### config.mk
export PLATFORM = sky130hd
export DESIGN_NAME = classfile_constant_pool_parser_top
export DESIGN_NICKNAME = d
export VERILOG_FILES = /design/src/rtl/cpool_pkg.sv /design/src/rtl/classfile_constant_pool_parser_top.sv
export SDC_FILE = /design/constraint.sdc
export NUM_CORES = 1
export LEC_CHECK = 0
export BUFFER_PORTS_ARGS = -buffer_cell sky130_fd_sc_hd__clkbuf_2
export CAP_MARGIN = 20
export CORE_MARGIN = 5
export CORE_UTILIZATION = 59
export DETAILED_ROUTE_END_ITERATION = 10
export PLACE_DENSITY = 0.83
export SYNTH_ARGS = -nofsm -noshare
export SYNTH_HDL_FRONTEND = slang
export SYNTH_SLANG_ARGS = --single-unit
### constraint.sdc
create_clock -name clk -period 7.5 [get_ports clk]
set_input_delay 1.5 -clock clk [delete_from_list [all_inputs] [get_ports clk]]
set_output_delay 1.5 -clock clk [all_outputs]
set_load 0.01 [all_outputs]
### src/rtl/cpool_pkg.sv
// Tag codes, status codes and entry layout tables for the constant pool parser.
package cpool_pkg;

  localparam int unsigned ADDR_W = 3;

  localparam logic [7:0] TAG_UTF8         = 8'd1;
  localparam logic [7:0] TAG_INTEGER      = 8'd3;
  localparam logic [7:0] TAG_FLOAT        = 8'd4;
  localparam logic [7:0] TAG_LONG         = 8'd5;
  localparam logic [7:0] TAG_DOUBLE       = 8'd6;
  localparam logic [7:0] TAG_CLASS        = 8'd7;
  localparam logic [7:0] TAG_STRING       = 8'd8;
  localparam logic [7:0] TAG_FIELDREF     = 8'd9;
  localparam logic [7:0] TAG_METHODREF    = 8'd10;
  localparam logic [7:0] TAG_IMETHODREF   = 8'd11;
  localparam logic [7:0] TAG_NAMEANDTYPE  = 8'd12;
  localparam logic [7:0] TAG_METHODHANDLE = 8'd15;
  localparam logic [7:0] TAG_METHODTYPE   = 8'd16;
  localparam logic [7:0] TAG_INVOKEDYN    = 8'd18;

  localparam logic [0:0] REG_POOL_COUNT = 1'b0;

  typedef enum logic [1:0] {
    STATUS_OK          = 2'd0,
    STATUS_UNKNOWN_TAG = 2'd1,
    STATUS_AFTER_DONE  = 2'd2
  } status_t;

  // Field bytes that follow the tag; zero for an unknown tag.
  function automatic logic [3:0] kind_total(input logic [7:0] t);
    logic [3:0] n;
    case (t) inside
      TAG_CLASS, TAG_STRING, TAG_METHODTYPE, TAG_UTF8: n = 4'd2;
      TAG_FIELDREF, TAG_METHODREF, TAG_IMETHODREF, TAG_NAMEANDTYPE,
      TAG_INVOKEDYN, TAG_INTEGER, TAG_FLOAT: n = 4'd4;
      TAG_LONG, TAG_DOUBLE: n = 4'd8;
      TAG_METHODHANDLE: n = 4'd3;
      default: n = 4'd0;
    endcase
    return n;
  endfunction

  // Field bytes that land in the first word.
  function automatic logic [3:0] kind_first(input logic [7:0] t);
    logic [3:0] n;
    case (t) inside
      TAG_INTEGER, TAG_FLOAT, TAG_LONG, TAG_DOUBLE: n = 4'd4;
      TAG_METHODHANDLE: n = 4'd1;
      default: n = 4'd2;
    endcase
    return n;
  endfunction

endpackage

### src/rtl/classfile_constant_pool_parser_top.sv
// Constant pool parser: decodes class file pool bytes into one record per entry,
// unknown tag or byte past the pool's end. It takes one pool byte per cycle while
// the result register is empty or being drained, with no gaps between entries or
// pools. Each byte is decoded in a single registered pass: the entry state (tag,
// remaining bytes, field words, slot and offset) and the result register are both
// updated at the edge that accepts the byte, so a record appears on the master
// side in the cycle after the byte that produces it.
// Utf8 string bytes are consumed at the same rate with no record.
module classfile_constant_pool_parser_top (
  input  logic                            clk,
  input  logic                            rst,
  // slave stream
  input  logic                            s_tvalid,
  output logic                            s_tready,
  input  logic [7:0]                      s_tdata,   // [7:0] data_byte
  input  logic [0:0]                      s_tuser,   // [0] pool_start
  // master stream
  output logic                            m_tvalid,
  input  logic                            m_tready,
  // [15:0] entry_index, [23:16] entry_tag, [55:24] field_first, [87:56] field_second
  output logic [87:0]                     m_tdata,
  output logic [1:0]                      m_tuser,   // [1:0] status
  output logic                            m_tlast,   // pool_done
  // configuration
  input  logic                            psel,
  input  logic                            penable,
  input  logic                            pwrite,
  input  logic [cpool_pkg::ADDR_W-1:0]    paddr,
  input  logic [31:0]                     pwdata,
  output logic [31:0]                     prdata,
  output logic                            pready
);

  logic [15:0] pool_count;

  logic        in_entry, in_entry_next;
  logic        in_string, in_string_next;
  logic [7:0]  current_tag, current_tag_next;
  logic [15:0] bytes_left, bytes_left_next;
  logic [31:0] accum_first, accum_first_next;
  logic [31:0] accum_second, accum_second_next;
  logic [15:0] slot_counter, slot_counter_next;
  logic [31:0] byte_offset, byte_offset_next;
  logic        pool_finished, pool_finished_next;

  logic                 emit;
  logic [15:0]          res_index;
  logic [7:0]           res_tag;
  logic [31:0]          res_first;
  logic [31:0]          res_second;
  cpool_pkg::status_t   res_status;
  logic                 res_done;

  logic        s_fire;
  logic        start;
  logic [7:0]  b;
  logic        cfg_write;

  // configuration port
  assign pready    = 1'b1;
  assign cfg_write = psel && penable && pwrite && pready
                     && (paddr[cpool_pkg::ADDR_W-1] == cpool_pkg::REG_POOL_COUNT);
  assign prdata    = (paddr[cpool_pkg::ADDR_W-1] == cpool_pkg::REG_POOL_COUNT) ?
                     {16'd0, pool_count} : 32'd0;

  always_ff @(posedge clk) begin
    if (rst) begin
      pool_count <= 16'd1;
    end else if (cfg_write) begin
      pool_count <= pwdata[15:0];
    end
  end

  assign s_tready = !m_tvalid || m_tready;
  assign s_fire   = s_tvalid && s_tready;
  assign start    = s_tuser[0];
  assign b        = s_tdata;

  always_comb begin
    logic [31:0] cur;
    logic [3:0]  total;
    logic [3:0]  k;
    logic        finish;
    logic [16:0] next_slot;

    in_entry_next      = in_entry;
    in_string_next     = in_string;
    current_tag_next   = current_tag;
    bytes_left_next    = bytes_left;
    accum_first_next   = accum_first;
    accum_second_next  = accum_second;
    slot_counter_next  = slot_counter;
    pool_finished_next = pool_finished;
    emit       = 1'b0;
    finish     = 1'b0;
    res_index  = 16'd0;
    res_tag    = b;
    res_first  = 32'd0;
    res_second = 32'd0;
    res_status = cpool_pkg::STATUS_OK;
    res_done   = 1'b0;
    next_slot  = 17'd0;
    total      = 4'd0;
    k          = 4'd0;

    // a new pool drops any entry in progress
    if (start) begin
      cur                = 32'd0;
      slot_counter_next  = 16'd1;
      in_entry_next      = 1'b0;
      in_string_next     = 1'b0;
      pool_finished_next = 1'b0;
      bytes_left_next    = 16'd0;
      accum_first_next   = 32'd0;
      accum_second_next  = 32'd0;
    end else begin
      cur = byte_offset;
    end
    byte_offset_next = cur + 32'd1;

    if (!in_entry_next) begin
      if (pool_finished_next || slot_counter_next >= pool_count) begin
        emit       = 1'b1;
        res_status = cpool_pkg::STATUS_AFTER_DONE;
      end else begin
        total = cpool_pkg::kind_total(b);
        if (total == 4'd0) begin
          emit       = 1'b1;
          res_index  = slot_counter_next;
          res_status = cpool_pkg::STATUS_UNKNOWN_TAG;
        end else begin
          current_tag_next  = b;
          bytes_left_next   = {12'd0, total};
          accum_first_next  = 32'd0;
          accum_second_next = 32'd0;
          in_entry_next     = 1'b1;
          in_string_next    = 1'b0;
        end
      end
    end else if (in_string) begin
      bytes_left_next = bytes_left - 16'd1;
      finish          = (bytes_left_next == 16'd0);
    end else begin
      total = cpool_pkg::kind_total(current_tag);
      k     = total - bytes_left[3:0];
      if (k < cpool_pkg::kind_first(current_tag)) begin
        accum_first_next = {accum_first[23:0], b};
      end else begin
        accum_second_next = {accum_second[23:0], b};
      end
      bytes_left_next = bytes_left - 16'd1;
      if (bytes_left_next == 16'd0) begin
        if (current_tag == cpool_pkg::TAG_UTF8) begin
          // offset of the first string byte
          accum_second_next = cur + 32'd1;
          if (accum_first_next[15:0] == 16'd0) begin
            finish = 1'b1;
          end else begin
            in_string_next  = 1'b1;
            bytes_left_next = accum_first_next[15:0];
          end
        end else begin
          finish = 1'b1;
        end
      end
    end

    if (finish) begin
      next_slot = {1'b0, slot_counter}
                + ((current_tag == cpool_pkg::TAG_LONG || current_tag == cpool_pkg::TAG_DOUBLE)
                   ? 17'd2 : 17'd1);
      emit       = 1'b1;
      res_index  = slot_counter;
      res_tag    = current_tag;
      res_first  = accum_first_next;
      res_second = accum_second_next;
      res_done   = (next_slot >= {1'b0, pool_count});
      slot_counter_next = next_slot[15:0];
      if (res_done) begin
        pool_finished_next = 1'b1;
      end
      in_entry_next   = 1'b0;
      in_string_next  = 1'b0;
      bytes_left_next = 16'd0;
    end
  end

  always_ff @(posedge clk) begin
    if (rst) begin
      in_entry      <= 1'b0;
      in_string     <= 1'b0;
      current_tag   <= 8'd0;
      bytes_left    <= 16'd0;
      accum_first   <= 32'd0;
      accum_second  <= 32'd0;
      slot_counter  <= 16'd1;
      byte_offset   <= 32'd0;
      pool_finished <= 1'b0;
    end else if (s_fire) begin
      in_entry      <= in_entry_next;
      in_string     <= in_string_next;
      current_tag   <= current_tag_next;
      bytes_left    <= bytes_left_next;
      accum_first   <= accum_first_next;
      accum_second  <= accum_second_next;
      slot_counter  <= slot_counter_next;
      byte_offset   <= byte_offset_next;
      pool_finished <= pool_finished_next;
    end
  end

  // result register
  always_ff @(posedge clk) begin
    if (rst) begin
      m_tvalid <= 1'b0;
    end else if (s_fire && emit) begin
      m_tvalid <= 1'b1;
    end else if (m_tready) begin
      m_tvalid <= 1'b0;
    end
  end

  always_ff @(posedge clk) begin
    if (s_fire && emit) begin
      m_tdata <= {res_second, res_first, res_tag, res_index};
      m_tuser <= res_status;
      m_tlast <= res_done;
    end
  end

endmodule

==> impl_results.md <==
* Status: finished clean
* Critical Path Start: current_tag[4]
* R2R Path Start: current_tag[4]
* CTS resizes at 0
* Fin nets at 1804
* WL final at 40.3 mm
* FFs w/ async S/R, synth at 0%
* Leak Pwr at 5.82 nW
* Most common cell after layout, fill and taps aside: nand2_1
* Post-Syn Instances at 1635
* Total of max-cap violations at 0
* Reg2reg end: m_tlast
* Grt ovf at 0
* Avg WL per Cell at 19.7 um
* Global-route usage over all layers at 29.3%
* Number of port buffers at 141
* Pre-Repair DR Iteration Count at 8
* Fin. Hold Viols at 0
* Min-delay worst type: reg -> reg
* Fin. max-slew vios at 0
* Most frequent cells in the layout: nand2_1 (205), nor2_1 (183), dfxtp_1 (156)
* Die width at 164 um
* Critical Path Start Type: flop
* Crit path capture type: flop
* R2R setup slack at 2.04 ns
* Initial antenna violation count at 0
* Area growth, synth to finish at 12.0%
* # rows at 56
* Pre-CTS setup slack at 1.85 ns
* # diodes at 0
* Initial core utilization at 59.7%
* Yosys cell types at 89
* Worst skew pair latency at 0.55 ns
* Fraction of layout cells with a size suffix above 1 at 14.3%
* Avg Cell Area, Syn at 8.52 um2
* Post-layout min period at 5.46 ns
* Worst slew margin at 28.8%
* Initial drt markers at 1482
* Final Cycle Share at 72.7%
* Max Fclk at 183 MHz
* Fill cells at 1919
* Htree depth at 1
* Slew @ Worst Pin at 1.06 ns
* Largest net degree at the start of global routing at 69
* Sink Count at 247
* Post-CTS setup buffers at 0
* Setup violators final at 0
* Post-synth EDFFs at 91
* Chip height at 164 um
* Post-route ant nets at 0
* Register area at 5860 um2
* Peak VDD IR at 0.158 mV
* Total vias in the final route at 13100
* PD cells at 204 nW/um2
* Cell area after synthesis at 13900 um2
* CTS Buf Count at 27
* Req. time, crit path at 7.75 ns
* Yosys synthesis warning count at 0
* Arrival @ worst endpoint at 5.71 ns
* Top FF cell, synth: dfxtp_1
* Crit Path Max Fanout at 8
* End of the critical path: m_tlast
* Vias in the first global route at 12100
* Root buf cell: clkbuf_16
* First-pass GRT wire length at 63.8 mm
* Routability cong. at 0.955
* Max Buffers Root-to-Sink at 3
* Setup repair after global routing missed its margin: false
* Synth Register Bits at 247
* HPWL after DPL at 27.8 mm
* Drt via density at 6.39
* Critical path class: reg -> reg
* Clock Skew at 0.0185 ns
* Final setup margin at 2.04 ns
* DRC viols at 0
* Setup TNS at 0 ns
* Multi-input logic area at 7420 um2
* Clock transition at path regs at 0.06 ns
* Worst R2R Path Depth at 16
* Io pins at 177
* CORE AREA at 23300 um2
* TritonCTS clock tree: yes
* Hold buffers post-CTS at 0
* Die Area at 26800 um2
* Post-synthesis sequential area ratio at 42.0%
[registers in the layout, indices dropped and copies added (netlist names)]
register / flops
bytes_left: 16
byte_offset: 32
pool_count: 16
m_tdata: 88
accum_second: 32
current_tag: 8
accum_first: 32
in_string: 1
in_entry: 1
slot_counter: 16
pool_finished: 1
m_tvalid: 1
m_tlast: 1
m_tuser: 2
[routing by layer]
layer	share of wire, %	GRT usage, %
met5	0	0
met3	9.8	5.07
met1	39	39.6
met2	46	46.9
met4	4.2	11.7
[cells by family (layout without fill, tap and decap cells)]
| kind of cell | after synthesis | count (layout) | share of synthesized area (%) |
|---|---|---|---|
| XOR/XNOR | 47 | 47 | 3.18 |
| adder cells (fa/ha/maj) | 44 | 44 | 4.06 |
| other | 2 | 17 | 0.0539 |
| multiplexers | 15 | 15 | 1.13 |
| flip-flops | 247 | 247 | 42.0 |
| AO/OA/AOI/OAI | 460 | 460 | 22.2 |
| buffers and inverters | 179 | 258 | 5.38 |
| AND/OR/NAND/NOR | 641 | 641 | 22.0 |
[cells in the mapped netlist, drive strengths merged, types with 5 or more instances]
master     n  area (um2)
a211oi    10        75.1
a21boi     5        37.5
a21o      17         128
a21oi     93         492
a221o      6        60.1
a22o      27         236
a22oi     64         480
a31oi     18         113
a32oi      6        52.6
and2      21         131
and3      24         150
and4       8        70.1
buf       42         235
clkbuf    88         330
dfxtp    156        3120
edfxtp    91        2730
ha        42         526
inv       48         180
mux2       6        67.6
mux2i      9        90.1
nand2    205         769
nand2b     9        56.3
nand3     45         225
nand4     20         125
nor2     187         714
nor2b     27         169
nor3      36         190
nor3b      5        37.5
nor4      15         121
o211ai    12        90.1
o21a       9        67.6
o21ai    115         576
o22ai     11        68.8
o2bb2ai   12         105
o311ai     9        93.8
or2        6        37.5
or3       12        75.1
or4        5        41.3
xnor2     25         219
xor2      20         175
[layout make-up]
| cell class | instances | share of cell area (%) |
|---|---|---|
| Multi-Input combinational cell | 1224 | 47.5 |
| Timing Repair Buffer | 160 | 5.43 |
| Inverter | 49 | 1.18 |
| Clock inverter | 18 | 1.20 |
| Tap cell | 319 | 2.56 |
| Clock buffer | 31 | 4.62 |
| Sequential cell | 247 | 37.5 |
[critical path, cell delays in order, from the launching register on]
cell and delay, ns:
dfxtp_1 0.37, or4_4 0.60, nor4b_4 0.52, inv_1 0.17, fa_1 0.52, nand3b_1 0.30
or2_2 0.43, nor2_1 0.22, and3_1 0.31, xor2_1 0.21, ha_1 0.28, a21o_1 0.17
a21o_1 0.17, a221oi_1 0.29, o221ai_1 0.15, a31oi_1 0.33, nor2_1 0.13
[through the flow]
step	instance area (um2)	utilization, %	hold WS (ns)	instances	power, mW
after floorplan	14000	-	0.425	1650	1.73
after global placement	14700	63.0	0.436	1999	1.83
after detailed placement	14700	63.0	0.447	1999	1.84
after CTS	15600	66.9	0.455	2048	3.19
after global routing	15600	66.9	0.469	2048	3.29
final	15600	66.9	0.453	2048	3.18
[how the worst min path moves through the flow]
| stage | start | to | slack, ns | cells past startpoint |
|---|---|---|---|---|
| 2_1_floorplan | accum_second[25] | accum_second[25] | 0.43 | 2 |
| 3_3_place_gp | accum_second[26] | accum_second[26] | 0.44 | 2 |
| 3_5_place_dp | pool_count[8] | pool_count[8] | 0.45 | 2 |
| 4_1_cts | pool_count[8] | pool_count[8] | 0.46 | 2 |
| 5_1_grt | pool_count[5] | pool_count[5] | 0.47 | 2 |
| 6_report | pool_count[8] | pool_count[8] | 0.45 | 2 |
[power by group]
| group | internal, mW | total (mW) | leakage, nW | switching (mW) |
|---|---|---|---|---|
| Combinational | 0.101 | 0.375 | 3.21 | 0.274 |
| Sequential | 1.43 | 1.45 | 2.17 | 0.0193 |
| Clock | 0.794 | 1.36 | 0.440 | 0.565 |
| Total | 2.32 | 3.18 | 5.82 | 0.858 |
Note: power is estimated with default switching activity, not from simulation.
